--- config.mk ---
export PLATFORM = sky130hd
export DESIGN_NAME = led_matrix_frame_writer
export DESIGN_NICKNAME = d
export VERILOG_FILES = /design/src/lmfw_pkg.sv /design/src/lmfw_ram.sv /design/src/lmfw_row_upd.sv /design/src/led_matrix_frame_writer.sv
export SDC_FILE = /design/constraint.sdc
export NUM_CORES = 1
export LEC_CHECK = 0
export BUFFER_PORTS_ARGS = -buffer_cell sky130_fd_sc_hd__buf_2
export CAP_MARGIN = 20
export CORE_UTILIZATION = 51
export CTS_CLUSTER_SIZE = 24
export DETAILED_ROUTE_END_ITERATION = 12
export PLACE_DENSITY = 0.71
export SETUP_SLACK_MARGIN = 0.1
export SLEW_MARGIN = 10
export SYNTH_ARGS = -nofsm -noshare
export SYNTH_HDL_FRONTEND = slang
export SYNTH_SLANG_ARGS = --single-unit
--- constraint.sdc ---
create_clock -name clk -period 3.3 [get_ports clk]
set_input_delay 0.33 -clock clk [delete_from_list [all_inputs] [get_ports clk]]
set_output_delay 0.33 -clock clk [all_outputs]
set_load 0.03 [all_outputs]
--- src/lmfw_pkg.sv ---
// Types, codes and constants of the LED matrix frame writer.
// No dependencies; used by every module of the block but lmfw_ram.
package lmfw_pkg;

  localparam int ROW_W  = 3;
  localparam int COL_W  = 3;
  localparam int OP_W   = 2;
  localparam int DIM_W  = 4;
  localparam int ADDR_W = 4;
  localparam int DATA_W = 8;

  // Command codes.
  localparam logic [OP_W-1:0] OP_INIT  = 2'd0;
  localparam logic [OP_W-1:0] OP_PIXEL = 2'd1;
  localparam logic [OP_W-1:0] OP_RECT  = 2'd2;

  localparam logic [1:0] LAST_CTRL = 2'd3;

  typedef enum logic [1:0] {
    ST_IDLE,
    ST_CTRL,
    ST_ROWS,
    ST_TAIL
  } state_t;

  typedef struct packed {
    logic [OP_W-1:0]  op;
    logic [ROW_W-1:0] row;
    logic [COL_W-1:0] col;
    logic             pixel_value;
    logic [DIM_W-1:0] width;
    logic [DIM_W-1:0] height;
  } cmd_t;

  typedef struct packed {
    logic [ADDR_W-1:0] addr;
    logic [DATA_W-1:0] data;
  } reg_word_t;

  // The four display control words sent ahead of the blank rows on init.
  function automatic reg_word_t ctrl_word(input logic [1:0] idx);
    reg_word_t w;
    case (idx)
      2'd0:    w = '{addr: 4'h9, data: 8'h00};
      2'd1:    w = '{addr: 4'hA, data: 8'h0F};
      2'd2:    w = '{addr: 4'hB, data: 8'h07};
      default: w = '{addr: 4'hC, data: 8'h01};
    endcase
    return w;
  endfunction

endpackage

--- src/lmfw_ram.sv ---
// Generic single-write, single-read memory with a registered read port.
// No dependencies.
module lmfw_ram #(
  parameter int WIDTH = 8,
  parameter int DEPTH = 8
) (
  input  logic                                    clk,
  input  logic                                    we,
  input  logic [((DEPTH > 1) ? $clog2(DEPTH) : 1)-1:0] waddr,
  input  logic [WIDTH-1:0]                        wdata,
  input  logic                                    re,
  input  logic [((DEPTH > 1) ? $clog2(DEPTH) : 1)-1:0] raddr,
  output logic [WIDTH-1:0]                        rdata
);

  logic [WIDTH-1:0] mem_r [DEPTH];

  always_ff @(posedge clk) begin
    if (we) begin
      mem_r[waddr] <= wdata;
    end
    if (re) begin
      rdata <= mem_r[raddr];
    end
  end

endmodule

--- src/lmfw_row_upd.sv ---
// Computes the new bitmap of one frame row for a pixel or rectangle command.
// Depends on lmfw_pkg.
module lmfw_row_upd (
  input  lmfw_pkg::cmd_t                  cmd,
  input  logic [lmfw_pkg::ROW_W-1:0]      row_idx,
  input  logic [lmfw_pkg::DATA_W-1:0]     old_byte,
  output logic [lmfw_pkg::DATA_W-1:0]     new_byte
);
  import lmfw_pkg::*;

  logic [4:0]        bot;
  logic [4:0]        right;
  logic [4:0]        r5;
  logic              rect_on;
  logic              in_rows;
  logic              horiz;
  logic [DATA_W-1:0] span;
  logic [DATA_W-1:0] col_bit;
  logic [DATA_W-1:0] right_bit;
  logic [DATA_W-1:0] rect_mask;

  // Bottom row and right column may run past the grid; five bits hold them.
  assign r5      = 5'(row_idx);
  assign bot     = 5'(cmd.row) + 5'(cmd.height) - 5'd1;
  assign right   = 5'(cmd.col) + 5'(cmd.width) - 5'd1;
  assign rect_on = (cmd.width != '0) && (cmd.height != '0);
  assign in_rows = (r5 >= 5'(cmd.row)) && (r5 <= bot);
  assign horiz   = (row_idx == cmd.row) || (r5 == bot);

  assign col_bit   = 8'h80 >> cmd.col;
  assign right_bit = (right < 5'd8) ? (8'h80 >> right[2:0]) : '0;

  // Column c sits at bit 7-c; the span is clipped at the right edge.
  always_comb begin
    for (int c = 0; c < DATA_W; c++) begin
      span[DATA_W-1-c] = (5'(c) >= 5'(cmd.col)) && (5'(c) <= right);
    end
  end

  always_comb begin
    rect_mask = '0;
    if (rect_on && horiz) begin
      rect_mask = rect_mask | span;
    end
    if (rect_on && in_rows) begin
      rect_mask = rect_mask | col_bit | right_bit;
    end
  end

  always_comb begin
    case (cmd.op)
      OP_PIXEL: begin
        if (row_idx != cmd.row) begin
          new_byte = old_byte;
        end else if (cmd.pixel_value) begin
          new_byte = old_byte | col_bit;
        end else begin
          new_byte = old_byte & ~col_bit;
        end
      end
      OP_RECT: begin
        new_byte = old_byte | rect_mask;
      end
      default: begin
        new_byte = '0;
      end
    endcase
  end

endmodule

--- src/led_matrix_frame_writer.sv ---
// Top level of the LED matrix frame writer: command sequencer and frame store.
// Depends on lmfw_pkg, lmfw_ram and lmfw_row_upd.
//
//  Channel | Ports                                              | Beat taken when
//  --------+----------------------------------------------------+-------------------------
//  input   | in_operation in_row in_col in_pixel_value          | start high, busy low
//          | in_width in_height                                 |
//  result  | out_reg_address out_reg_data out_last              | out_valid high (1 cycle)
//
// An init command puts out four control words and one blank word per row, one
// beat per cycle. A pixel or rectangle command reads each row from the frame
// memory, merges it and writes it back in the next cycle; as that memory's read
// port is registered, the final row is written back in the tail state ST_TAIL.
// A command with the unused operation code is taken and dropped without leaving idle.
// Reset is synchronous: the frame reads as all zero through per-row valid bits.
// The receiver cannot stall; each beat is shown for exactly one cycle, and a new
// command may be taken while the final beat of the previous one is on the ports.
module led_matrix_frame_writer #(
  parameter int NUM_ROWS = 8
) (
  input  logic                            clk,
  input  logic                            rst_n,
  input  logic                            start,
  output logic                            busy,
  input  logic [lmfw_pkg::OP_W-1:0]       in_operation,
  input  logic [lmfw_pkg::ROW_W-1:0]      in_row,
  input  logic [lmfw_pkg::COL_W-1:0]      in_col,
  input  logic                            in_pixel_value,
  input  logic [lmfw_pkg::DIM_W-1:0]      in_width,
  input  logic [lmfw_pkg::DIM_W-1:0]      in_height,
  output logic                            out_valid,
  output logic [lmfw_pkg::ADDR_W-1:0]     out_reg_address,
  output logic [lmfw_pkg::DATA_W-1:0]     out_reg_data,
  output logic                            out_last
);
  import lmfw_pkg::*;

  localparam int ROW_AW = (NUM_ROWS > 1) ? $clog2(NUM_ROWS) : 1;
  localparam logic [ROW_AW-1:0] LAST_ROW = ROW_AW'(NUM_ROWS - 1);

  state_t             state_r, state_nxt;
  cmd_t               cmd_r;
  logic [1:0]         ctrl_idx_r;
  logic [ROW_AW-1:0]  row_cnt_r;
  logic               rd_pend_r;
  logic [ROW_AW-1:0]  rd_row_r;
  logic               rd_vld_r;
  logic [NUM_ROWS-1:0] vld_r;

  logic               accept;
  logic               row_last;
  logic               is_init;
  logic               ram_re;
  logic               ld_ctrl;
  logic               ld_blank;
  logic [DATA_W-1:0]  ram_rdata;
  logic [DATA_W-1:0]  old_byte;
  logic [DATA_W-1:0]  new_byte;
  reg_word_t          cw;

  logic               out_valid_r;
  logic [ADDR_W-1:0]  out_addr_r;
  logic [DATA_W-1:0]  out_data_r;
  logic               out_last_r;

  assign busy     = (state_r != ST_IDLE);
  assign accept   = start && !busy;
  assign row_last = (row_cnt_r == LAST_ROW);
  assign is_init  = (cmd_r.op == OP_INIT);
  assign cw       = ctrl_word(ctrl_idx_r);

  // Next state.
  always_comb begin
    state_nxt = state_r;
    case (state_r)
      ST_IDLE: begin
        if (start) begin
          case (in_operation)
            OP_INIT:  state_nxt = ST_CTRL;
            OP_PIXEL: state_nxt = ST_ROWS;
            OP_RECT:  state_nxt = ST_ROWS;
            default:  state_nxt = ST_IDLE;
          endcase
        end
      end
      ST_CTRL: begin
        if (ctrl_idx_r == LAST_CTRL) begin
          state_nxt = ST_ROWS;
        end
      end
      ST_ROWS: begin
        if (row_last) begin
          state_nxt = is_init ? ST_IDLE : ST_TAIL;
        end
      end
      ST_TAIL: begin
        state_nxt = ST_IDLE;
      end
      default: begin
        state_nxt = ST_IDLE;
      end
    endcase
  end

  // State outputs. Init rows are blank, so they bypass the frame memory.
  always_comb begin
    ram_re   = 1'b0;
    ld_ctrl  = 1'b0;
    ld_blank = 1'b0;
    case (state_r)
      ST_CTRL: begin
        ld_ctrl = 1'b1;
      end
      ST_ROWS: begin
        ram_re   = !is_init;
        ld_blank = is_init;
      end
      default: begin
        ram_re = 1'b0;
      end
    endcase
  end

  always_ff @(posedge clk) begin
    if (!rst_n) begin
      state_r    <= ST_IDLE;
      ctrl_idx_r <= '0;
      row_cnt_r  <= '0;
      rd_pend_r  <= 1'b0;
    end else begin
      state_r   <= state_nxt;
      rd_pend_r <= ram_re;
      if (accept) begin
        ctrl_idx_r <= '0;
        row_cnt_r  <= '0;
      end else begin
        if (state_r == ST_CTRL) begin
          ctrl_idx_r <= ctrl_idx_r + 2'd1;
        end
        if (state_r == ST_ROWS) begin
          row_cnt_r <= row_cnt_r + ROW_AW'(1);
        end
      end
    end
  end

  always_ff @(posedge clk) begin
    if (accept) begin
      cmd_r <= '{op: in_operation, row: in_row, col: in_col,
                 pixel_value: in_pixel_value, width: in_width, height: in_height};
    end
  end

  // A row never written since reset reads as zero.
  always_ff @(posedge clk) begin
    if (!rst_n) begin
      vld_r <= '0;
    end else if (rd_pend_r) begin
      vld_r[rd_row_r] <= 1'b1;
    end
  end

  always_ff @(posedge clk) begin
    if (ram_re) begin
      rd_row_r <= row_cnt_r;
      rd_vld_r <= vld_r[row_cnt_r];
    end
  end

  lmfw_ram #(
    .WIDTH (DATA_W),
    .DEPTH (NUM_ROWS)
  ) u_frame (
    .clk   (clk),
    .we    (rd_pend_r),
    .waddr (rd_row_r),
    .wdata (new_byte),
    .re    (ram_re),
    .raddr (row_cnt_r),
    .rdata (ram_rdata)
  );

  assign old_byte = rd_vld_r ? ram_rdata : '0;

  lmfw_row_upd u_row_upd (
    .cmd      (cmd_r),
    .row_idx  (ROW_W'(rd_row_r)),
    .old_byte (old_byte),
    .new_byte (new_byte)
  );

  // Output register: one beat per cycle from exactly one of three sources.
  always_ff @(posedge clk) begin
    if (!rst_n) begin
      out_valid_r <= 1'b0;
    end else begin
      out_valid_r <= ld_ctrl || ld_blank || rd_pend_r;
    end
  end

  always_ff @(posedge clk) begin
    if (ld_ctrl) begin
      out_addr_r <= cw.addr;
      out_data_r <= cw.data;
      out_last_r <= 1'b0;
    end else if (ld_blank) begin
      out_addr_r <= ADDR_W'(row_cnt_r) + ADDR_W'(1);
      out_data_r <= '0;
      out_last_r <= row_last;
    end else if (rd_pend_r) begin
      out_addr_r <= ADDR_W'(rd_row_r) + ADDR_W'(1);
      out_data_r <= new_byte;
      out_last_r <= (rd_row_r == LAST_ROW);
    end
  end

  assign out_valid       = out_valid_r;
  assign out_reg_address = out_addr_r;
  assign out_reg_data    = out_data_r;
  assign out_last        = out_last_r;

endmodule

==> results of run 1 <==
==> cell usage after synthesis, drive strengths merged (6+ instances only) <==
master	count	area (µm²)
nor3	8	45.0
nand3	6	35.0
and2	8	51.3
nor2	24	90.1
nand2	39	149
a211oi	6	50.1
edfxtp	105	3150
ha	31	388
o21a	10	75.1
inv	40	150
a21oi	15	75.1
mux4	18	405
mux2	12	135
nand2b	8	50.1
nor2b	9	56.3
mux2i	8	80.1
dfxtp	18	360
o21ai	17	85.1
clkbuf	11	41.3
==> cells by family after synthesis <==
family	count (synthesis)	share of synthesized area
AO/OA/AOI/OAI	90	0.108
XOR/XNOR	4	0.00579
adder cells (fa/ha/maj)	33	0.0707
buffers and inverters	55	0.0347
flip-flops	123	0.581
multiplexers	38	0.103
AND/OR/NAND/NOR	118	0.0974
==> per-layer routing <==
| layer | vias up | track usage | wire (µm) |
|---|---|---|---|
| met5 | - | 0 | 0 |
| met1 | 1952 | 0.305 | 5810 |
| met4 | 0 | 0.106 | 282 |
| met3 | 25 | 0.0498 | 687 |
| li1 | 1878 | - | - |
| met2 | 137 | 0.364 | 6610 |
==> worst max path at each step <==
stage | start | end | slack (ns) | cells past startpoint
6_report | cmd_r[1] | u_frame.mem_r[0][5] | 0.06 | 15
5_1_grt | cmd_r[1] | u_frame.mem_r[0][5] | -0.1 | 15
4_1_cts | cmd_r[1] | out_reg_data[5] | 0.08 | 15
3_5_place_dp | cmd_r[5] | u_frame.mem_r[7][5] | 0.05 | 12
3_3_place_gp | cmd_r[1] | u_frame.mem_r[7][5] | 0.06 | 14
2_1_floorplan | cmd_r[1] | u_frame.mem_r[0][2] | 0.14 | 13
==> sequential cells by signal, indices dropped and copies added (netlist names) <==
register	cells
ctrl_idx_r	2
state_r	2
out_reg_address	4
cmd_r	17
vld_r	8
rd_pend_r	1
u_frame.mem_r	64
rd_row_r	3
u_frame.rdata	8
out_last	1
out_valid	1
out_reg_data	8
row_cnt_r	3
rd_vld_r	1
==> worst max-delay path, cell delays in order (launching register included) <==
cell and delay [ns]:
edfxtp_1 0.36, inv_2 0.05, ha_4 0.26, inv_2 0.04, ha_4 0.15, fa_1 0.51
inv_2 0.05, ha_4 0.28, nand2_1 0.06, o21ai_1 0.14, o211a_1 0.29, o21ai_0 0.14
a222oi_1 0.28, buf_4 0.20, nor2_2 0.05, buf_6 0.12
==> report_power, final <==
part / internal, W / switching [W]
logic: 0.000260 / 0.000384
registers: 0.00175 / 0.0000294
clock network: 0.00111 / 0.000689
total: 0.00312 / 0.00110
==> stage by stage <==
stage               power (W)  cell area (µm²)  cells  worst slack (ns)
floorplan             0.00218             6050    461             0.144
global placement      0.00233             6500    643            0.0605
detailed placement    0.00233             6500    643            0.0518
CTS                   0.00414             7100    676            0.0753
global route          0.00437             7310    682           -0.0972
finish                0.00422             7310    682            0.0581
==> repair_timing <==
item	CTS	global route
setup buffers	1	6
gates resized for setup	4	36
endpoints found under the hold margin	0	0
pin swaps	1	18
cloned	0	0
endpoints found under the setup margin	58	70
==> cell type report <==
type | count | area (µm²)
clock buffers | 18 | 429
clock inverters | 14 | 146
fillers | 846 | 4160
inverters | 40 | 150
multi-input cells | 283 | 2520
flip-flops and latches | 123 | 3510
well taps | 143 | 179
repair buffers | 61 | 377
==> impl_metrics.yaml, run 1 <==
timing:
  slew_viol_final: 0
  worst-slew-pin-transition_ns: 1.05
  hold_viol_final: 0
  fmax_mhz: 308
  rsz0062_at_grt: "yes"
  final-setup-viol-count: 0
  tns_ns: 0
  relSlewSlack: 0.300
  min_period_ns: 3.24
  fin_crit_sh: 0.982
  skew_ns: 0.00691
  whs_ns: 0.0959
logic_synthesis:
  synth_seq_cells: 123
  yosysWarnings: 0
  synthCells: 461
  postSynth.asyncResetShare: 0
  seq_area_frac_synth: 0.581
  synth_cell_types: 65
  synth_edf_count: 105
  avgSynthCellArea_um2: 13.1
  syn_nets: 514
  synthesis.area_um2: 6050
  synthFlopType: "edfxtp_1"
global_route:
  grt_overflow: 0
  grt_max_degree: 24
  first_global_vias: 4038
  grt_pass1_wl_um: 21400
  grtUsageTotal: 0.230
  antenna_found_initial: 0
worst_setup_path:
  path_class: "reg2reg"
  rr_worst_depth: 15
  end_kind: "flip-flop"
  cp-start-kind: "flip-flop"
  worstPathRequired_ns: 3.46
  crit-reg2reg-launch: "cmd_r[1]"
  rrSetupSlack_ns: 0.06
  arrival_ns: 3.40
  r2r_end: "u_frame.mem_r[0][5]"
  path_max_fanout: 8
drt:
  wl_um: 13400
  drt_iter0_drc: 248
  drtAntennaViolNets: 0
  detail_route.wl_per_cell_um: 19.6
  vias: 3992
  drc: 0
  via_per_inst: 5.85
  firstDrtPassIters: 5
clock_network:
  clock_latency_ns: 0.41
  cts_root_buf: "clkbuf_16"
  htree_levels: 4
  cts_buffer_depth: 2
  numCtsBuffers: 17
  clk_pin_slew_ns: 0.05
  cts_tree: "yes"
  ctsHoldBuffers: 0
  clock_sinks: 123
worst_hold_path:
  hold_path_end: "cmd_r[1]"
  holdCritPathClass: "in2reg"
  min_path_cells: 1
  min-delay-start: "in_height[1]"
die:
  die-area_um2: 12300
  die_h_um: 111
  die-width_um: 111
  fp.coreArea_um2: 11500
  num_rows: 39
  pin_count: 35
  start_util: 0.528
flow_run:
  drv_cap: 0
finish:
  syn2layout_area_growth_pct: 20.8
  nets: 579
  utilization: 0.638
  mostFrequentLayoutCell: "edfxtp_1"
  final_cell_mix: "105 x edfxtp_1, 38 x nand2_1, 37 x inv_1, 34 x buf_2, 27 x ha_1"
  drive_gt1_frac: 0.301
  antenna_cells: 0
place:
  placement.io_buffers: 34
  routabilityCongestion: 0.903
  dpl.hpwl_um: 8790
power_and_ir_drop:
  p_per_area_nw_per_um2: 577
  ir_drop_v: 0.000385
  power.leakage_nw: 2.76
outcome:
  status: "complete, no violations"
Note: power is estimated with default switching activity, not from simulation.
==> run 2: changes to the inputs <==
--- a/config.mk
+++ b/config.mk
@@ -10,7 +10,7 @@
 export CORE_UTILIZATION = 51
 export CTS_CLUSTER_SIZE = 24
 export DETAILED_ROUTE_END_ITERATION = 12
-export PLACE_DENSITY = 0.71
+export PLACE_DENSITY = 0.69
 export SETUP_SLACK_MARGIN = 0.1
 export SLEW_MARGIN = 10
 export SYNTH_ARGS = -nofsm -noshare
==> constraint.sdc (replaced) <==
create_clock -name clk -period 3.8 [get_ports clk]
set_input_delay 0.38 -clock clk [delete_from_list [all_inputs] [get_ports clk]]
set_output_delay 0.38 -clock clk [all_outputs]
set_load 0.03 [all_outputs]
==> run 2 against run 1 <==
Combinational power is 27% lower. Clock power decreased by 8%. Sequential power fell by 13%. Power decreased by 13%. Routed wire length decreased by 5.0%. Register-to-register slack improved by 0.28 ns. Maximum frequency shrank 6.4%. Utilization down 2.1 points. Clock skew increased by 0.0026 ns. Largest power group unchanged.
==> impl_metrics.yaml, run 2 (synthesized netlist as in run 1, its figures left out) <==
outcome:
  status: "complete, no violations"
clock_network:
  clock_sinks: 123
  htree_levels: 4
  cts_tree: "yes"
  numCtsBuffers: 17
  cts_buffer_depth: 2
  clock_latency_ns: 0.41
  ctsHoldBuffers: 0
  clk_pin_slew_ns: 0.05
  cts_root_buf: "clkbuf_16"
timing:
  rsz0062_at_grt: "yes"
  final-setup-viol-count: 0
  relSlewSlack: 0.292
  hold_viol_final: 0
  worst-slew-pin-transition_ns: 1.06
  skew_ns: 0.00952
  whs_ns: 0.145
  tns_ns: 0
  setup_ws_ns: 0.338
  slew_viol_final: 0
  fin_crit_sh: 0.911
  min_period_ns: 3.46
  fmax_mhz: 289
worst_setup_path:
  worstPathRequired_ns: 4.07
  crit_family: "adder cells"
  worst-path-buf-inv: 4
  path_max_fanout: 8
  cp-start-kind: "flip-flop"
  path_class: "reg2reg"
  slowest_stage: "fa_1"
  arrival_ns: 3.73
  end_kind: "flip-flop"
  slowest_delay_ns: 0.48
  worstPathCellList: "inv_1, ha_1, inv_1, ha_1, fa_1, inv_1, ha_1, nand3_1, a211oi_1, o311ai_0, a21oi_1, a221oi_2, nor3b_1, buf_4"
global_route:
  use_met3: 0.0656
  grt_overflow: 0
  grt_util_met1: 0.291
  grt_use_met2: 0.353
  grtUsageTotal: 0.225
  busiest_layer: "met2"
  antenna_found_initial: 0
  grt_max_degree: 24
  grt_pass1_wl_um: 20500
  first_global_vias: 3913
finish:
  largest_reg_flops: 64
  mostFrequentLayoutCell: "edfxtp_1"
  antenna_cells: 0
  nFillCells: 880
  top_register: "u_frame.mem_r"
  nets: 563
  final_cell_mix: "105 x edfxtp_1, 40 x inv_1, 38 x nand2_1, 34 x buf_2, 31 x ha_1"
  top_regs: "u_frame.mem_r (64), cmd_r (17)"
  drive_gt1_frac: 0.233
  utilization: 0.616
  syn2layout_area_growth_pct: 16.8
power_and_ir_drop:
  ir_drop_v: 0.000428
  p_seq_frac: 0.422
  clockPowerShare: 0.450
  power.leakage_nw: 2.68
  power.internal_w: 0.00279
  p_per_area_nw_per_um2: 518
  p_comb_frac: 0.128
  p_sw_frac: 0.239
  power.total_w: 0.00366
  power.net_switching_w: 0.000874
drt:
  vias: 3822
  wl_um: 12700
  drtAntennaViolNets: 0
  firstDrtPassIters: 5
  drt_iter0_drc: 294
  drc: 0
  detail_route.wl_per_cell_um: 19.1
  via_per_inst: 5.74
place:
  routabilityCongestion: 0.867
  dpl.hpwl_um: 8860
  place_ws_ns: 0.0702
  placement.io_buffers: 34
die:
  start_util: 0.528
  die-width_um: 111
  die_h_um: 111
  pin_count: 35
  die-area_um2: 12300
  num_rows: 39
  fp.coreArea_um2: 11500
worst_hold_path:
  holdCritPathClass: "in2reg"
flow_run:
  drv_cap: 0
-- run 2: area by class of cell --
cell class / instances / area [µm²] / share of cell area
inverters: 40 / 150 / 0.0212
clock inverters: 12 / 173 / 0.0244
repair buffers: 45 / 253 / 0.0358
well taps: 143 / 179 / 0.0253
clock buffers: 20 / 437 / 0.0618
multi-input cells: 283 / 2360 / 0.334
flip-flops and latches: 123 / 3510 / 0.497
-- run 2: worst paths after layout --
kind | slack (ns) | depth (start not counted) | from | to
worst max-delay path | 0.34 | 14 | cmd_r[1] | u_frame.mem_r[5][7]
worst min-delay path | 0.14 | 1 | in_pixel_value | cmd_r[8]
worst max register to register | 0.34 | 14 | cmd_r[1] | u_frame.mem_r[5][7]
worst min register to register | 0.46 | 1 | vld_r[6] | vld_r[6]
-- run 2: power by group through the flow --
stage               Clock [W]  Combinational, W  Sequential (W)
floorplan                   0          0.000305         0.00159
global placement            0          0.000455         0.00157
CTS                   0.00169          0.000465         0.00154
detailed placement          0          0.000461         0.00157
finish                0.00165          0.000469         0.00154
global route          0.00175          0.000519         0.00155
-- run 2: what timing repair did --
action,4_1_cts,5_1_grt
setup endpoints to repair,8,33
pin swaps,0,1
gates resized for setup,1,5
setup buffers,0,0
endpoints found under the hold margin,0,0
-- run 2: worst register-to-register path: stages (launching register included) --
cell and delay [ns]:
edfxtp_1 0.36, inv_1 0.05, ha_1 0.27, inv_1 0.04
ha_1 0.22, fa_1 0.48, inv_1 0.04, ha_1 0.29
nand3_1 0.10, a211oi_1 0.31, o311ai_0 0.29, a21oi_1 0.23
a221oi_2 0.07, nor3b_1 0.36, buf_4 0.22
-- run 2: stage by stage --
step	area, µm²	instances
2_1_floorplan	6050	461
3_3_place_gp	6430	634
3_5_place_dp	6430	634
4_1_cts	7040	666
5_1_grt	7070	666
6_report	7070	666
-- run 2: layer usage --
metal  share of wire  vias up
met2            0.49      109
met4           0.020        0
li1                -     1844
met3           0.055       18
met1            0.44     1851
met5               0        -
==> run 3: changes to the inputs <==
--- a/config.mk
+++ b/config.mk
@@ -10,7 +10,7 @@
 export CORE_UTILIZATION = 51
 export CTS_CLUSTER_SIZE = 24
 export DETAILED_ROUTE_END_ITERATION = 12
-export PLACE_DENSITY = 0.69
+export PLACE_DENSITY_LB_ADDON = 0.1
 export SETUP_SLACK_MARGIN = 0.1
 export SLEW_MARGIN = 10
 export SYNTH_ARGS = -nofsm -noshare
==> run 3 against run 2 <==
Cell count is 0.15% lower. Die area unchanged. Sequential share of layout area about the same. Clock-buffer cell count decreased by 2. Maximum frequency rose by 0.53%. Non-clock buffer count shrank 1. Critical path depth down 1. Power up 0.93%. Combinational power down 2%. Final area barely moved. Global-route usage increased by 0.80 points. First-iteration DRC count decreased by 12%. Critical endpoint is now u_frame.mem_r[0][1].
==> impl_metrics.yaml, run 3 (synthesized netlist as in run 1, its figures left out) <==
drt:
  drc: 0
  drtAntennaViolNets: 0
  wl_um: 13300
  vias: 3843
  via_per_inst: 5.78
  top_layer: "met4"
  routed-wl-met2_um: 6340
  firstDrtPassIters: 4
  wl_met1_um: 5980
  wl_met3_um: 625
  drt_iter0_drc: 259
  detail_route.wl_per_cell_um: 20.0
timing:
  tns_ns: 0
  hold_viol_final: 0
  fin_crit_sh: 0.906
  min_period_ns: 3.44
  rsz0062_at_grt: "yes"
  fmax_mhz: 290
  skew_ns: 0.0220
  worst-slew-pin-transition_ns: 1.10
  final-setup-viol-count: 0
  relSlewSlack: 0.265
  slew_viol_final: 0
die:
  pin_count: 35
  fp.coreArea_um2: 11500
  die-area_um2: 12300
  die-width_um: 111
  start_util: 0.528
  die_h_um: 111
  num_rows: 39
worst_setup_path:
  worstPathRequired_ns: 3.97
  rr_worst_depth: 13
  path_class: "reg2reg"
  cp-start-kind: "flip-flop"
  path_max_fanout: 8
  arrival_ns: 3.62
  end_kind: "flip-flop"
finish:
  syn2layout_area_growth_pct: 16.8
  nets: 562
  antenna_cells: 0
  final_cell_mix: "105 x edfxtp_1, 40 x inv_1, 38 x nand2_1, 34 x buf_2, 31 x ha_1"
  largest_reg_flops: 64
  mostFrequentLayoutCell: "edfxtp_1"
  top_regs: "u_frame.mem_r (64), cmd_r (17)"
  nFillCells: 886
  final_area_um2: 7060
  multi_input_area_um2: 2350
  top_register: "u_frame.mem_r"
  regArea_um2: 3510
  drive_gt1_frac: 0.234
worst_hold_path:
  min_path_cells: 1
  holdCritPathClass: "in2reg"
clock_network:
  cts_repair_resize_count: 0
  clock_sinks: 123
  clock_latency_ns: 0.42
  htree_levels: 4
  clk_pin_slew_ns: 0.06
  cts_setup_buffers: 0
  cts_root_buf: "clkbuf_16"
  cts_buffer_depth: 2
  ctsHoldBuffers: 0
  numCtsBuffers: 17
  cts_tree: "yes"
place:
  dpl.hpwl_um: 9130
  placed_cell_area_um2: 6420
  routabilityCongestion: 0.918
  placement.io_buffers: 34
global_route:
  grt_pass1_wl_um: 21200
  grt_max_degree: 24
  grt_overflow: 0
  first_global_vias: 3964
  antenna_found_initial: 0
  grtUsageTotal: 0.233
power_and_ir_drop:
  power.leakage_nw: 2.68
  p_seq_frac: 0.418
  clockPowerShare: 0.458
  power.net_switching_w: 0.000912
  p_comb_frac: 0.124
  p_sw_frac: 0.247
  ir_drop_v: 0.000496
  power.internal_w: 0.00278
  p_per_area_nw_per_um2: 523
outcome:
  status: "complete, no violations"
flow_run:
  drv_cap: 0
run 3: cell count changes in the layout (fill, tap and decap cells not counted), sizes merged:
cell	change
clkbuf	-2
buf	-1
inv	+3
clkinv	-3
clkinvlp	+2
run 3: area by class of cell:
cell class	count	area share
well taps	143	0.0253
repair buffers	44	0.0347
clock inverters	14	0.0271
multi-input cells	283	0.333
inverters	40	0.0213
clock buffers	18	0.0608
flip-flops and latches	123	0.497
run 3: metrics by stage:
stage | setup WS [ns] | power (W) | hold slack, ns | instances | utilization
after global routing | 0.0720 | 0.00383 | 0.123 | 665 | 0.616
after CTS | 0.192 | 0.00371 | 0.125 | 665 | 0.614
final | 0.356 | 0.00370 | 0.138 | 665 | 0.616
after detailed placement | 0.232 | 0.00202 | 0.453 | 633 | 0.560
after global placement | 0.405 | 0.00202 | 0.443 | 633 | 0.560
after floorplan | 0.593 | 0.00189 | 0.435 | 461 | -
run 3: power groups by stage:
| stage | combinational, W | sequential (W) | clock, W |
|---|---|---|---|
| final | 0.000458 | 0.00155 | 0.00169 |
| after global routing | 0.000506 | 0.00155 | 0.00178 |
| after CTS | 0.000453 | 0.00155 | 0.00171 |
| after detailed placement | 0.000449 | 0.00157 | 0 |
| after global placement | 0.000444 | 0.00157 | 0 |
| after floorplan | 0.000305 | 0.00159 | 0 |
run 3: metal layers:
layer  global-route usage  vias up
li1                     -     1840
met1                0.312     1887
met2                0.358       95
met3               0.0525       21
met4                0.119        0
met5                    0        -
run 3: critical path, cell delays in order, from the launching register on:
cell and delay [ns]:
edfxtp_1 0.34, inv_1 0.05, ha_1 0.27, inv_1 0.04, ha_1 0.23, fa_1 0.49
inv_1 0.04, ha_1 0.30, nand3_1 0.11, a211oi_1 0.32, o31ai_2 0.19, a211oi_1 0.35
a221oi_1 0.12, o22ai_2 0.35
run 3: worst paths after layout:
| check | startpoint | endpoint | slack (ns) |
|---|---|---|---|
| setup / recovery | cmd_r[1] | u_frame.mem_r[0][1] | 0.36 |
| hold / removal | in_row[2] | cmd_r[14] | 0.14 |
| setup reg to reg | cmd_r[1] | u_frame.mem_r[0][1] | 0.36 |
| hold reg to reg | vld_r[3] | vld_r[3] | 0.46 |
